**src/hw/rtl/rgb24_to_yuv420_converter_core_defines.svh**
```systemverilog
// Assertion macros for the RGB24 to YUV 4:2:0 converter.
`ifndef RGB24_TO_YUV420_CONVERTER_CORE_DEFINES_SVH
`define RGB24_TO_YUV420_CONVERTER_CORE_DEFINES_SVH

// Same-cycle implication, sampled on clk, off while arst_n is low.
`define RGB2YUV_ASSERT_NOW(lbl, ante, cons) \
	lbl: assert property (@(posedge clk) disable iff (!arst_n) (ante) |-> (cons)) \
		else $error("rgb2yuv: same-cycle check failed");

// Next-cycle implication, sampled on clk, off while arst_n is low.
`define RGB2YUV_ASSERT_NEXT(lbl, ante, cons) \
	lbl: assert property (@(posedge clk) disable iff (!arst_n) (ante) |=> (cons)) \
		else $error("rgb2yuv: next-cycle check failed");

`endif

```
**src/hw/rtl/rgb2yuv_pkg.sv**
```systemverilog
// Shared types and constants of the RGB24 to YUV 4:2:0 converter.
`timescale 1ns / 1ps

package rgb2yuv_pkg;

	localparam int PIX_W        = 8;
	localparam int CFG_W        = 13;
	localparam int DEF_MAX_SIDE = 4096;

	localparam logic [CFG_W-1:0] RESET_WIDTH  = 13'd640;
	localparam logic [CFG_W-1:0] RESET_HEIGHT = 13'd480;

	// BT.601 integer coefficients
	localparam int Y_R = 66;
	localparam int Y_G = 129;
	localparam int Y_B = 25;
	localparam int U_R = 38;
	localparam int U_G = 74;
	localparam int U_B = 112;
	localparam int V_R = 112;
	localparam int V_G = 94;
	localparam int V_B = 18;
	localparam int ROUND_OFS  = 128;
	localparam int LUMA_OFS   = 16;
	localparam int CHROMA_OFS = 32768;

	typedef enum logic [0:0] {
		CFG_FRAME_WIDTH  = 1'b0,
		CFG_FRAME_HEIGHT = 1'b1
	} cfg_idx_t;

	// Position flags of one pixel, taken when the pixel is accepted
	typedef struct packed {
		logic col_even;
		logic row_odd;
		logic frame_end;
	} pos_info_t;

endpackage

```
**src/hw/rtl/rgb2yuv_pos.sv**
```systemverilog
// Frame size registers and column/row tracker of the converter.
`timescale 1ns / 1ps

module rgb2yuv_pos
	import rgb2yuv_pkg::*;
#(
	parameter int MAX_SIDE = DEF_MAX_SIDE
) (
	input  logic             clk,
	input  logic             arst_n,
	input  logic             cfg_we,
	input  cfg_idx_t         cfg_index,
	input  logic [CFG_W-1:0] cfg_data,
	input  logic             advance,
	output pos_info_t        info
);

	localparam int POS_W  = $clog2(MAX_SIDE);
	localparam int SIZE_W = (CFG_W > POS_W + 1) ? CFG_W : POS_W + 1;

	logic [CFG_W-1:0]  width_q, height_q;
	logic [POS_W-1:0]  col_q, row_q;
	logic [SIZE_W-1:0] width_eff, height_eff;
	logic [SIZE_W-1:0] col_inc, row_inc;
	logic              row_wrap, frame_wrap;

	function automatic logic [SIZE_W-1:0] eff_size(input logic [CFG_W-1:0] v);
		logic [SIZE_W-1:0] ext;
		ext = SIZE_W'(v);
		if (ext == '0)
			return SIZE_W'(1);
		else if (ext > SIZE_W'(MAX_SIDE))
			return SIZE_W'(MAX_SIDE);
		else
			return ext;
	endfunction

	always_ff @(posedge clk or negedge arst_n) begin
		if (!arst_n) begin
			width_q  <= RESET_WIDTH;
			height_q <= RESET_HEIGHT;
		end else if (cfg_we) begin
			case (cfg_index)
				CFG_FRAME_WIDTH:  width_q  <= cfg_data;
				CFG_FRAME_HEIGHT: height_q <= cfg_data;
				default: ;
			endcase
		end
	end

	always_comb begin
		width_eff  = eff_size(width_q);
		height_eff = eff_size(height_q);
		col_inc    = SIZE_W'(col_q) + SIZE_W'(1);
		row_inc    = SIZE_W'(row_q) + SIZE_W'(1);
		row_wrap   = (col_inc >= width_eff);
		frame_wrap = row_wrap && (row_inc >= height_eff);
	end

	always_ff @(posedge clk or negedge arst_n) begin
		if (!arst_n) begin
			col_q <= '0;
			row_q <= '0;
		end else if (advance) begin
			col_q <= row_wrap ? '0 : col_inc[POS_W-1:0];
			if (row_wrap)
				row_q <= frame_wrap ? '0 : row_inc[POS_W-1:0];
		end
	end

	assign info.col_even  = ~col_q[0];
	assign info.row_odd   = row_q[0];
	assign info.frame_end = frame_wrap;

endmodule

```
**src/hw/rtl/rgb2yuv_csc.sv**
```systemverilog
// BT.601 color space arithmetic: luma for every pixel and one chroma sample on even columns.
`timescale 1ns / 1ps

module rgb2yuv_csc
	import rgb2yuv_pkg::*;
(
	input  logic [PIX_W-1:0] red,
	input  logic [PIX_W-1:0] green,
	input  logic [PIX_W-1:0] blue,
	input  pos_info_t        info,
	output logic [PIX_W-1:0] luma,
	output logic             chroma_valid,
	output logic             chroma_kind,
	output logic [PIX_W-1:0] chroma
);

	logic [15:0]        r_u, g_u, b_u, y_sum;
	logic signed [16:0] r_s, g_s, b_s, u_sum, v_sum, c_biased;

	always_comb begin
		r_u = 16'(red);
		g_u = 16'(green);
		b_u = 16'(blue);
		y_sum = r_u * 16'(Y_R) + g_u * 16'(Y_G) + b_u * 16'(Y_B) + 16'(ROUND_OFS);
		luma  = y_sum[15:8] + 8'(LUMA_OFS);

		r_s = $signed(17'(red));
		g_s = $signed(17'(green));
		b_s = $signed(17'(blue));
		u_sum = b_s * $signed(17'(U_B)) - r_s * $signed(17'(U_R))
			- g_s * $signed(17'(U_G)) + $signed(17'(ROUND_OFS));
		v_sum = r_s * $signed(17'(V_R)) - g_s * $signed(17'(V_G))
			- b_s * $signed(17'(V_B)) + $signed(17'(ROUND_OFS));

		// floor shift plus 128, wrapped to a byte
		c_biased = (info.row_odd ? v_sum : u_sum) + $signed(17'(CHROMA_OFS));

		chroma_valid = info.col_even;
		chroma_kind  = info.col_even & info.row_odd;
		chroma       = info.col_even ? c_biased[15:8] : '0;
	end

endmodule

```
**src/hw/rtl/rgb24_to_yuv420_converter_core.sv**
```systemverilog
// Top level of the RGB24 to YUV 4:2:0 pixel converter.
`timescale 1ns / 1ps

// RGB24 to YUV 4:2:0 converter (BT.601, studio range). Send one RGB24 pixel
// per request on the input channel in raster order; every request returns
// one result on the output channel: the Y sample, plus on even columns one
// chroma sample taken from that pixel alone (U on even rows, V on odd rows,
// no averaging). frame_end marks the last pixel of each frame. The block
// sustains one pixel per clock unless out_ready holds it back: a pixel is
// captured into an input register and the color arithmetic runs between
// that register and the result register. Both stages hold under
// backpressure and accept a new request whenever the stage ahead moves.
// Program frame_width and frame_height (index 0 and 1) only while the
// block is idle; a size of 0 acts as 1 and a size above MAX_SIDE acts as
// MAX_SIDE. Reset gives a 640 x 480 frame starting at column 0, row 0.
module rgb24_to_yuv420_converter_core
	import rgb2yuv_pkg::*;
#(
	parameter int MAX_SIDE = DEF_MAX_SIDE
) (
	input  logic             clk,
	input  logic             arst_n,
	// configuration
	input  logic             cfg_we,
	input  cfg_idx_t         cfg_index,
	input  logic [CFG_W-1:0] cfg_data,
	// pixel input
	input  logic             in_valid,
	output logic             in_ready,
	input  logic [PIX_W-1:0] red,
	input  logic [PIX_W-1:0] green,
	input  logic [PIX_W-1:0] blue,
	// result output
	output logic             out_valid,
	input  logic             out_ready,
	output logic [PIX_W-1:0] luma,
	output logic             chroma_valid,
	output logic             chroma_kind,
	output logic [PIX_W-1:0] chroma,
	output logic             frame_end
);

	`include "rgb24_to_yuv420_converter_core_defines.svh"

	logic             in_fire, s1_adv, out_free;
	pos_info_t        pos_info;

	// input stage
	logic             valid_s1;
	logic [PIX_W-1:0] red_s1, green_s1, blue_s1;
	pos_info_t        info_s1;

	// result stage
	logic [PIX_W-1:0] luma_c, chroma_c;
	logic             cvalid_c, ckind_c;
	logic [PIX_W-1:0] luma_s2, chroma_s2;
	logic             cvalid_s2, ckind_s2, fend_s2;

	// The result register frees up when empty or when its request is taken.
	assign out_free = !out_valid || out_ready;
	assign s1_adv   = valid_s1 && out_free;
	assign in_ready = !valid_s1 || out_free;
	assign in_fire  = in_valid && in_ready;

	// Position advances on every accepted pixel; flags ride along with it.
	rgb2yuv_pos #(
		.MAX_SIDE (MAX_SIDE)
	) u_pos (
		.clk       (clk),
		.arst_n    (arst_n),
		.cfg_we    (cfg_we),
		.cfg_index (cfg_index),
		.cfg_data  (cfg_data),
		.advance   (in_fire),
		.info      (pos_info)
	);

	always_ff @(posedge clk or negedge arst_n) begin
		if (!arst_n)
			valid_s1 <= 1'b0;
		else if (in_ready)
			valid_s1 <= in_valid;
	end

	// Capture the pixel and its position flags.
	always_ff @(posedge clk) begin
		if (in_fire) begin
			red_s1   <= red;
			green_s1 <= green;
			blue_s1  <= blue;
			info_s1  <= pos_info;
		end
	end

	rgb2yuv_csc u_csc (
		.red          (red_s1),
		.green        (green_s1),
		.blue         (blue_s1),
		.info         (info_s1),
		.luma         (luma_c),
		.chroma_valid (cvalid_c),
		.chroma_kind  (ckind_c),
		.chroma       (chroma_c)
	);

	always_ff @(posedge clk or negedge arst_n) begin
		if (!arst_n)
			out_valid <= 1'b0;
		else if (out_free)
			out_valid <= valid_s1;
	end

	// Hold the result until the consumer takes it.
	always_ff @(posedge clk) begin
		if (s1_adv) begin
			luma_s2   <= luma_c;
			chroma_s2 <= chroma_c;
			cvalid_s2 <= cvalid_c;
			ckind_s2  <= ckind_c;
			fend_s2   <= info_s1.frame_end;
		end
	end

	assign luma         = luma_s2;
	assign chroma       = chroma_s2;
	assign chroma_valid = cvalid_s2;
	assign chroma_kind  = ckind_s2;
	assign frame_end    = fend_s2;

	// Odd-column results carry no chroma at all.
	`RGB2YUV_ASSERT_NOW(a_no_chroma_odd_col, out_valid && !chroma_valid, chroma == '0 && !chroma_kind)
	// A pending input stage always moves into an empty result register.
	`RGB2YUV_ASSERT_NEXT(a_s1_drains, valid_s1 && !out_valid, out_valid)
	// An empty input stage never blocks the input.
	`RGB2YUV_ASSERT_NOW(a_ready_when_empty, !valid_s1, in_ready)

endmodule
```
**config.mk**
```make
export PLATFORM = sky130hd
export DESIGN_NAME = rgb24_to_yuv420_converter_core
export DESIGN_NICKNAME = d
export VERILOG_FILES = /design/src/hw/rtl/rgb2yuv_pkg.sv /design/src/hw/rtl/rgb2yuv_pos.sv /design/src/hw/rtl/rgb2yuv_csc.sv /design/src/hw/rtl/rgb24_to_yuv420_converter_core.sv
export VERILOG_INCLUDE_DIRS = /design/src /design/src/hw/rtl
export SDC_FILE = /design/constraint.sdc
export NUM_CORES = 1
export LEC_CHECK = 0
export BUFFER_PORTS_ARGS = -buffer_cell sky130_fd_sc_hd__buf_4
export CAP_MARGIN = 20
export CORE_ASPECT_RATIO = 1.25
export CORE_UTILIZATION = 28
export CTS_CLUSTER_SIZE = 12
export DETAILED_ROUTE_END_ITERATION = 12
export PLACE_DENSITY = 0.54
export SYNTH_ARGS = -nofsm -noshare
export SYNTH_HDL_FRONTEND = slang
export SYNTH_SLANG_ARGS = --single-unit
```
**constraint.sdc**
```tcl
create_clock -name clk -period 8.15 [get_ports clk]
set_clock_uncertainty 0.05 [all_clocks]
set_input_delay 0.815 -clock clk [delete_from_list [all_inputs] [get_ports clk]]
set_output_delay 0.815 -clock clk [all_outputs]
set_load 0.01 [all_outputs]
```
==> results of run 1 <==
## metal layers
| metal | track usage [%] | vias to the layer above | wire length (um) |
|---|---|---|---|
| met5 | 0 | - | 0 |
| met4 | 4.933 | 0 | 759 |
| met3 | 1.940 | 32 | 510 |
| met2 | 25.93 | 73 | 14540 |
| met1 | 14.56 | 3937 | 10750 |
| li1 | - | 4069 | - |
## critical path, stage by stage (launching register included)
cell      delay, ns
edfxtp_1       0.55
inv_1          0.20
fa_1           0.54
inv_1          0.04
ha_1           0.30
fa_1           0.57
inv_1          0.07
fa_1           0.46
nor2b_1        0.12
o21ai_0        0.10
a21boi_0       0.24
o21ai_0        0.15
a21boi_0       0.27
o21ai_0        0.13
a21boi_0       0.31
nor2_1         0.15
fa_1           0.55
inv_1          0.04
ha_1           0.29
ha_1           0.33
nor3_1         0.19
nor2_1         0.06
o41a_1         0.13
a21oi_1        0.19
xnor2_1        0.15
o22ai_1        0.10
## cells by family after synthesis
logic type | Yosys count | share of synthesized area (%)
muxes | 27 | 2.591
DFF | 98 | 23.02
AOI/OAI and AO/OA | 187 | 10.30
buffers and inverters | 222 | 7.216
xor gates and xnor gates | 83 | 6.221
and+or+nand+nor | 212 | 8.447
adders and majority gates | 342 | 42.21
## state kept, by name, summed over array words and instances (netlist names), 3 cells and up
signal	count
u_pos.height_q	13
u_pos.width_q	13
u_pos.col_q	12
u_pos.row_q	12
blue_s1	8
chroma	8
green_s1	8
luma	8
red_s1	8
info_s1	3
## area by class of cell
| type | count | area [sq um] |
|---|---|---|
| Inverter | 212 | 795.8 |
| Sequential cell | 98 | 2690 |
| Tap cell | 552 | 690.7 |
| Fill cell | 4296 | 28020 |
| Timing Repair Buffer | 66 | 495.5 |
| Multi-Input combinational cell | 851 | 8153 |
| Clock inverter | 6 | 48.80 |
| Clock buffer | 10 | 229.0 |
## synth_stat cells (all sizes together) (2+ instances only)
master	count
nand4	3
clkbuf	5
and3b	2
o21ai	35
edfxtp	46
a21o	19
nand3	17
nand2b	9
nor4	5
nand2	87
o21bai	21
nor3	11
fa	87
xor2	25
nand3b	2
dfstp	6
a31oi	8
mux2	26
nor2	44
nand4b	2
a22o	5
a21oi	64
a211o	3
ha	255
o211ai	2
and3	6
a211oi	4
o21a	5
a221oi	2
o22ai	7
or2	2
inv	212
and2	5
nor2b	14
buf	5
dfrtp	46
a21boi	4
xnor2	58
## how the worst max path moves through the flow
| stage | from | end | slack (ns) | cells past startpoint |
|---|---|---|---|---|
| after floorplan | red_s1[7] | luma[6] | 2.27 | 19 |
| after global placement | green_s1[2] | chroma[7] | 1.77 | 25 |
| after detailed placement | green_s1[2] | chroma[7] | 1.66 | 25 |
| after CTS | green_s1[2] | chroma[7] | 1.64 | 25 |
| after global routing | green_s1[3] | chroma[7] | 1.14 | 25 |
| final | green_s1[3] | chroma[7] | 1.62 | 25 |
## power by group
| group | switching (mW) | total [mW] | internal, mW |
|---|---|---|---|
| clock network | 0.212 | 0.423 | 0.212 |
| logic | 1.89 | 3.51 | 1.63 |
| registers | 0.0917 | 0.790 | 0.699 |
## stage by stage
step	hold slack [ns]	util [%]
detailed placement	0.3695	31.17
finish	0.3853	31.86
floorplan	0.3503	-
global route	0.4076	31.86
CTS	0.3942	31.84
global placement	0.3565	31.17
## cell usage in the layout (no fill, tap or decap), drive strengths merged, types with 17 or more instances in the layout
cell type / count
fa: 87
inv: 215
a21o: 19
nand3: 17
buf: 66
edfxtp: 46
xor2: 25
xnor2: 58
nand2: 87
ha: 255
o21ai: 35
nor2: 44
a21oi: 64
mux2: 26
dfrtp: 46
o21bai: 21
==> qor.txt, run 1 <==
Outcome: completed
Final setup fails: 0
Die area: 0.04256 sq mm
Pre-CTS setup slack: 1.657 ns
Setup WS post-layout: 1.620 ns
Die width: 184.7 um
Sequential share of the synthesized area: 23.02%
Largest area contributor in the netlist: ha_1
Grt ovf: 0
Placed Cells: 1,778
Via count: 8,111
Worst Setup Path Type: flip-flop to flip-flop
Post-Syn Nets: 1,556
DR pass1 iterations: 6
First-pass GRT wire length: 43.77 mm
Setup crit start kind: flip-flop
Starting density of the core: 28.42%
Syn avg cell area: 9.980 sq um
Post-route ant nets: 0
Clock sinks: 98
Synth warn: 0
Ratio of final minimum period to clock period: 80.12%
Die Y: 230.4 um
Port Buffers: 63
Clock latency on the worst-skew pair: 0.38 ns
Ranking of synthesized cells by area: ha_1 (27%), fa_1 (15%), edfxtp_1 (12%)
Worst Path Max Fanout: 6
VDD IR max: 0.3130 mV
Dpl hpwl: 22.20 mm
Max Cap Violations: 0
Final hold vios: 0
R2r endpoint: chroma[7]
Area Overhead vs Synth: 12.12%
Initial antenna violation count: 0
Row count: 83
Vias per cell: 4.519
R2R Setup Slk: 1.62 ns
Max_slew headroom: 46.39%
Leakage Power: 6.526 nW
Ys flop type: edfxtp_1
Clk slew on worst S/H paths: 0.08 ns
Vias in the first global route: 8,496
DR DRC count: 0
Worst hold path depth: 0
Placed inst area: 0.01282 sq mm
Post-Syn Instances: 1,171
Seq cells post-synth: 98
Share of cells above drive strength 1: 10.06%
Fin crit period: 6.530 ns
Final Non-Filler Cells: 1,795
Destination of the worst hold path: frame_end
Area share of the leading cell type in the synthesized netlist: 27.30%
Fin. max-slew vios: 0
CTS Buffer Depth: 2
Nature of the critical path endpoint: flip-flop
Largest net degree at the start of global routing: 53
Core ar.: 0.04112 sq mm
Post-route design area: 0.01310 sq mm
RePlAce Congestion: 0.8100
Setup TNS: 0 ns
R2R cell count: 25
Hold WC Path Type: flip-flop to flip-flop
NumNets Final: 1,623
EDFF count, synth: 46
Cts bufs inserted: 9
Hold_buf cts: 0
Antenna cells: 0
DRT iter0 DRCs: 226
# Post-CTS Setup Buffers: 0
TritonCTS clock tree: done
GRT Total Usage: 13.44%
Max H-tree Level: 3
FMAX: 0.1531 GHz
RSZ-0062 raised after global routing: false
Pwr Density: 360.8 mW/mm^2
Slew @ Worst Pin: 0.8016 ns
Root buffer cell: clkbuf_16
Post-CTS Resized: 0
Top-level port count: 64
WL final: 26.56 mm
WP data required: 8.23 ns
Fraction of registers with async set/reset: 53.06%
Routed len/inst: 14.80 um
Mapped cell area: 0.01169 sq mm
Worst EP arrival: 6.61 ns
Pwr Total: 4.728 mW
Netlist cell types: 58
HP Start: info_s1[0]
RR Startpoint: green_s1[3]
Power figures use the tool's default switching activity.
==> run 2: changes to the inputs <==
Clock period 8.15 ns to 6.02 ns, I/O delays scaled along.
==> qor.txt, run 2 (same netlist as run 1, synthesis figures left out) <==
Initial antenna violation count: 0 (unchanged)
First-pass GRT wire length: 45.06 mm (+2.9%)
Switch share: 45.55% (-0.79 points)
DR DRC count: 0 (unchanged)
Largest net degree at the start of global routing: 53 (unchanged)
Routed len/inst: 14.78 um (-0.10%)
Fin crit period: 5.756 ns (-0.7735 ns)
Antenna cells: 0 (unchanged)
Leakage Power: 6.794 nW (+4.1%)
Clk slew on worst S/H paths: 0.08 ns (about the same)
DRT iter0 DRCs: 184 (-19%)
Placed Cells: 1,817 (+2.2%)
Clock share of power: 9.1% (about the same)
Row count: 83 (unchanged)
Outcome: completed
Uppermost layer routed: met4
Nature of the critical path endpoint: flip-flop
Hold WC Path Type: input port to asynchronous set/reset pin
GRT Total Usage: 13.77% (+0.33 points)
Die Y: 230.4 um (unchanged)
Clock latency on the worst-skew pair: 0.38 ns (about the same)
Max H-tree Level: 3 (unchanged)
Vias per cell: 4.515 (about the same)
Psw: 3.231 mW (+47%)
Most frequent cells in the layout: ha_1 (249), inv_1 (211), buf_4 (110)
R2R cell count: 20 (-20%)
Worst Setup Path Type: flip-flop to flip-flop
Clock sinks: 98 (unchanged)
NumNets Final: 1,667 (+2.7%)
FMAX: 0.1737 GHz (+13%)
Hold_buf cts: 0 (unchanged)
RR Startpoint: red_s1[2]
Root buffer cell: clkbuf_16
Die width: 184.7 um (unchanged)
Top flop regs: u_pos.height_q x13, u_pos.width_q x13
Slew @ Worst Pin: 0.8337 ns (+0.03209 ns)
Core ar.: 0.04112 sq mm (unchanged)
Cts bufs inserted: 9 (unchanged)
Post-route ant nets: 0 (unchanged)
Share of cells above drive strength 1: 14.92% (+4.9 points)
WP data required: 6.09 ns (-2.14 ns)
RePlAce Congestion: 0.8036 (-0.79%)
Met2 Wirelength: 14.62 mm (+0.54%)
Critical Path Start: red_s1[2]
Worst setup path end: luma[6]
Pwr Density: 519.7 mW/mm^2 (+44%)
Placed inst area: 0.01311 sq mm (+2.3%)
Met3 Routed Length: 530 um (+3.9%)
Post-route design area: 0.01365 sq mm (+4.2%)
Die area: 0.04256 sq mm (unchanged)
Fin. max-slew vios: 0 (unchanged)
Worst Path Max Fanout: 3 (-3)
Hold Slack: 0.2069 ns (-0.1784 ns)
Top-level port count: 64 (unchanged)
Vias in the first global route: 8,857 (+4.2%)
Starting density of the core: 28.42% (unchanged)
Comb pwr share: 76.2% (+1.9 points)
CTS Buffer Depth: 2 (unchanged)
Final Non-Filler Cells: 1,839 (+2.5%)
WL final: 27.19 mm (+2.3%)
Internal Pwr Total: 3.862 mW (+52%)
Dpl hpwl: 22.58 mm (+1.7%)
Ratio of final minimum period to clock period: 95.62% (+15 points)
DR pass1 iterations: 6 (unchanged)
TritonCTS clock tree: done
Max_slew headroom: 44.25% (-2.1 points)
VDD IR max: 0.3811 mV (+22%)
Setup crit start kind: flip-flop
Area Overhead vs Synth: 16.79%
Max Cap Violations: 0 (unchanged)
Grt ovf: 0 (unchanged)
Final Core Density: 33.19% (+1.3 points)
Final setup fails: 0 (unchanged)
Via count: 8,304 (+2.4%)
Most common cell after layout, fill and taps aside: ha_1
Met1 WL: 11.03 mm (+2.5%)
Final hold vios: 0 (unchanged)
Sequential power share: 14.7% (-2.0 points)
Port Buffers: 63 (unchanged)
R2r endpoint: luma[6]
Worst EP arrival: 5.83 ns (-0.78 ns)
R2R Setup Slk: 0.26 ns (-1.36 ns)
## run 2: changes by cell type in the layout (fill, tap and decap cells not counted), moves of 3 or more
cell | before | now
ha_4 | 0 | 5
xnor2_2 | 0 | 4
xnor2_1 | 58 | 54
a21oi_2 | 1 | 6
o21ai_1 | 2 | 7
a21oi_1 | 63 | 57
ha_1 | 255 | 249
buf_4 | 66 | 110
a21boi_0 | 4 | 1
o21ai_0 | 29 | 23
## run 2: routing by layer
metal / track usage, % / vias up
met5: 0 / -
met4: 6.043 / 0
met3: 2.130 / 42
met2: 25.99 / 91
met1: 14.94 / 4005
li1: - / 4166
## run 2: layout make-up
class / instances / area, sq um
clock inverters: 4 / 45.04
flip-flops and latches: 98 / 2690
fillers: 4305 / 27480
repair buffers: 110 / 825.8
inverters: 212 / 795.8
well taps: 552 / 690.7
clock buffers: 12 / 289.0
multi-input cells: 851 / 8312
## run 2: power groups by stage
| stage | Clock, mW | Combinational (mW) | Sequential (mW) |
|---|---|---|---|
| 2_1_floorplan | 0 | 3.70 | 1.07 |
| 3_3_place_gp | 0 | 4.95 | 1.06 |
| 3_5_place_dp | 0 | 5.01 | 1.06 |
| 4_1_cts | 0.682 | 5.08 | 1.04 |
| 5_1_grt | 0.698 | 6.18 | 1.06 |
| 6_report | 0.647 | 5.41 | 1.04 |
## run 2: worst min path at each step
stage                          start                 to  slack (ns)  cells past startpoint
final                         arst_n   u_pos.width_q[2]        0.21                      1
after global routing          arst_n  u_pos.height_q[2]        0.26                      1
after CTS                     arst_n     u_pos.col_q[2]        0.20                      1
after detailed placement  info_s1[0]          frame_end        0.37                      0
after global placement    info_s1[0]          frame_end        0.36                      0
after floorplan               arst_n          out_valid        0.26                      0
## run 2: metrics by stage
step / worst slack [ns] / setup TNS [ns] / total power, mW
3_3_place_gp: 0.03890 / 0 / 6.003
4_1_cts: 0.01317 / 0 / 6.804
6_report: 0.2638 / 0 / 7.093
2_1_floorplan: 0.1438 / 0 / 4.768
5_1_grt: -0.04751 / -0.05096 / 7.936
3_5_place_dp: -0.01332 / -0.01332 / 6.064
## run 2: worst max-delay path: stages (launching register included)
cell      delay [ns]
edfxtp_1        0.39
ha_1            0.31
ha_1            0.30
ha_1            0.27
inv_1           0.04
fa_1            0.47
inv_1           0.05
fa_1            0.46
fa_1            0.56
fa_1            0.43
fa_1            0.37
ha_1            0.32
or2_2           0.29
a21oi_1         0.15
a31oi_1         0.05
buf_4           0.17
a31oi_4         0.22
xnor2_2         0.17
ha_2            0.21
xnor2_1         0.13
xnor2_1         0.09
## run 2: repair_timing
action,CTS,global route
setup endpoints to repair,1,9
pin swaps,0,19
setup buffers,0,5
gates resized for setup,1,32
==> run 3: changes to the inputs <==
Settings changed: CORE_UTILIZATION 28 to 64, PLACE_DENSITY 0.54 to unset, PLACE_DENSITY_LB_ADDON set to 0.15.
==> qor.txt, run 3 (same netlist as run 1, synthesis figures left out) <==
Pwr Density: 545.0 mW/mm^2 (+4.9%)
Grt ovf: 0 (unchanged)
WL final: 26.07 mm (-4.1%)
CP top delay family: adder cells
DR pass1 iterations: 5 (-1)
Die Y: 153.1 um (-34%)
Pre-CTS setup slack: -0.04076 ns (-0.02744 ns)
Crit-path cells: ha_4 > ha_4 > ha_4 > inv_1 > fa_1 > inv_1 > fa_1 > fa_1 > fa_1 > fa_1 > ha_4 > and2_4 > o2111ai_4 > a31oi_4 > buf_6 > a21oi_4 > xnor2_2 > ha_2 > xnor2_2 > xnor2_1
Setup WS post-layout: 0.1245 ns (-0.1392 ns)
RR Startpoint: red_s1[7]
Most frequent cells in the layout: ha_1 (246), inv_1 (211), buf_4 (99)
Max H-tree Level: 3 (unchanged)
Clock sinks: 98 (unchanged)
Area Overhead vs Synth: 13.38%
R2R cell count: 20 (unchanged)
Hold Slack: 0.2224 ns (+0.01542 ns)
Post-route ant nets: 0 (unchanged)
Share of cells above drive strength 1: 15.27% (+0.35 points)
Dpl hpwl: 20.46 mm (-9.4%)
Top-level port count: 64 (unchanged)
Final setup fails: 0 (unchanged)
DR DRC count: 0 (unchanged)
Antenna cells: 0 (unchanged)
Die width: 122.9 um (-33%)
Cts bufs inserted: 9 (unchanged)
Max Cap Violations: 0 (unchanged)
Clock latency on the worst-skew pair: 0.36 ns (-0.02 ns)
Fin. max-slew vios: 0 (unchanged)
Max_slew headroom: 27.58% (-17 points)
GRT Total Usage: 29.57% (+16 points)
Outcome: completed
DRT iter0 DRCs: 375 (+100%)
Via count: 8,433 (+1.6%)
Worst Setup Path Type: flip-flop to flip-flop
Largest net degree at the start of global routing: 53 (unchanged)
CP dominant cell by count: fa_1
Setup crit start kind: flip-flop
TritonCTS clock tree: done
CP bufs+invs: 3 (unchanged)
Hold WC Path Type: input port to asynchronous set/reset pin
Initial antenna violation count: 0 (unchanged)
Vias per cell: 5.618 (+24%)
Ratio of final minimum period to clock period: 97.93% (+2.3 points)
Port Buffers: 63 (unchanged)
Slowest CP cell: fa_1
Top flop regs: u_pos.height_q x13, u_pos.width_q x13
NumNets Final: 1,657 (-0.60%)
Fin crit period: 5.895 ns (+0.1392 ns)
VDD IR max: 0.5226 mV (+37%)
Core ar.: 0.01763 sq mm (-57%)
Worst EP arrival: 5.96 ns (+0.13 ns)
Setup TNS: 0 ns (unchanged)
Leakage Power: 6.745 nW (-0.72%)
Starting density of the core: 66.27% (+38 points)
Slew @ Worst Pin: 1.086 ns (+0.2526 ns)
WP data required: 6.08 ns (about the same)
Crit-path max cell delay: 0.58 ns (+0.02 ns)
Worst Path Max Fanout: 4 (+1)
RePlAce Congestion: 0.8575 (+6.7%)
CTS Buffer Depth: 2 (unchanged)
R2r endpoint: luma[6]
FMAX: 0.1696 GHz (-2.4%)
Vias in the first global route: 9,026 (+1.9%)
Die area: 0.01881 sq mm (-56%)
Root buffer cell: clkbuf_16
Final hold vios: 0 (unchanged)
R2R Setup Slk: 0.12 ns (-0.14 ns)
First-pass GRT wire length: 42.49 mm (-5.7%)
Most common cell after layout, fill and taps aside: ha_1
Routed len/inst: 17.37 um (+17%)
Nature of the critical path endpoint: flip-flop
Clk slew on worst S/H paths: 0.08 ns (about the same)
Row count: 54 (-35%)
run 3: cell types whose count changed in the layout (fill, tap and decap cells not counted), moves of 2 or more:
cell / before / now
clkbuf_16: 11 / 9
clkinv_4: 0 / 2
ha_4: 5 / 8
buf_4: 110 / 99
o21ai_1: 7 / 4
ha_1: 249 / 246
run 3: repair_timing:
action | CTS | global route
setup endpoints to repair | 3 | 8
hold buffers | 0 | 0
gates resized for setup | 6 | 44
setup buffers | 0 | 7
pin swaps | 3 | 24
run 3: routing by layer:
metal	up-vias	routed length, um	GRT usage, %	part of all wire, %
li1	4144	-	-	-
met1	4067	10300	34.98	40
met2	154	13790	52.86	53
met3	68	899	3.619	3.4
met4	0	1074	12.89	4.1
met5	-	0	0	0
run 3: power breakdown:
part / switching, mW / internal, mW / leakage (nW) / total [mW]
Sequential: 0.0950 / 0.945 / 1.07 / 1.04
Clock: 0.294 / 0.295 / 0.148 / 0.589
Combinational: 2.99 / 2.60 / 5.52 / 5.59
Total: 3.38 / 3.84 / 6.75 / 7.22
run 3: layout make-up:
type	instances	area, sq um
clock inverter	7	78.83
fill	1229	4384
multi-input combinational	851	8426
inverter	212	795.8
tap	224	280.3
sequential	98	2690
timing repair buffer	100	754.5
clock buffer	9	225.2
run 3: worst max-delay path by stage:
stage | startpoint | end | slack, ns | cells past startpoint
after floorplan | red_s1[7] | luma[6] | 0.14 | 19
after global placement | green_s1[4] | chroma[7] | 0.06 | 25
after detailed placement | green_s1[2] | chroma[7] | -0.04 | 25
after CTS | red_s1[7] | luma[6] | -0.01 | 20
after global routing | red_s1[7] | luma[6] | -0.06 | 20
final | red_s1[7] | luma[6] | 0.12 | 20
run 3: stage by stage:
| step | area [sq um] | instances | util, % | power, mW |
|---|---|---|---|---|
| after global routing | 13250 | 1501 | 75.14 | 8.030 |
| final | 13250 | 1501 | 75.14 | 7.221 |
| after detailed placement | 12610 | 1477 | 71.51 | 5.873 |
| after floorplan | 11690 | 1171 | - | 4.768 |
| after global placement | 12610 | 1477 | 71.51 | 5.740 |
| after CTS | 12930 | 1493 | 73.35 | 6.616 |
run 3: worst reg2reg max path, cell delays in order (launching register included):
cell,delay (ns)
edfxtp_1,0.47
ha_4,0.29
ha_4,0.25
ha_4,0.26
inv_1,0.05
fa_1,0.51
inv_1,0.06
fa_1,0.45
fa_1,0.50
fa_1,0.58
fa_1,0.46
ha_4,0.30
and2_4,0.14
o2111ai_4,0.11
a31oi_4,0.23
buf_6,0.15
a21oi_4,0.07
xnor2_2,0.25
ha_2,0.24
xnor2_2,0.08
xnor2_1,0.13
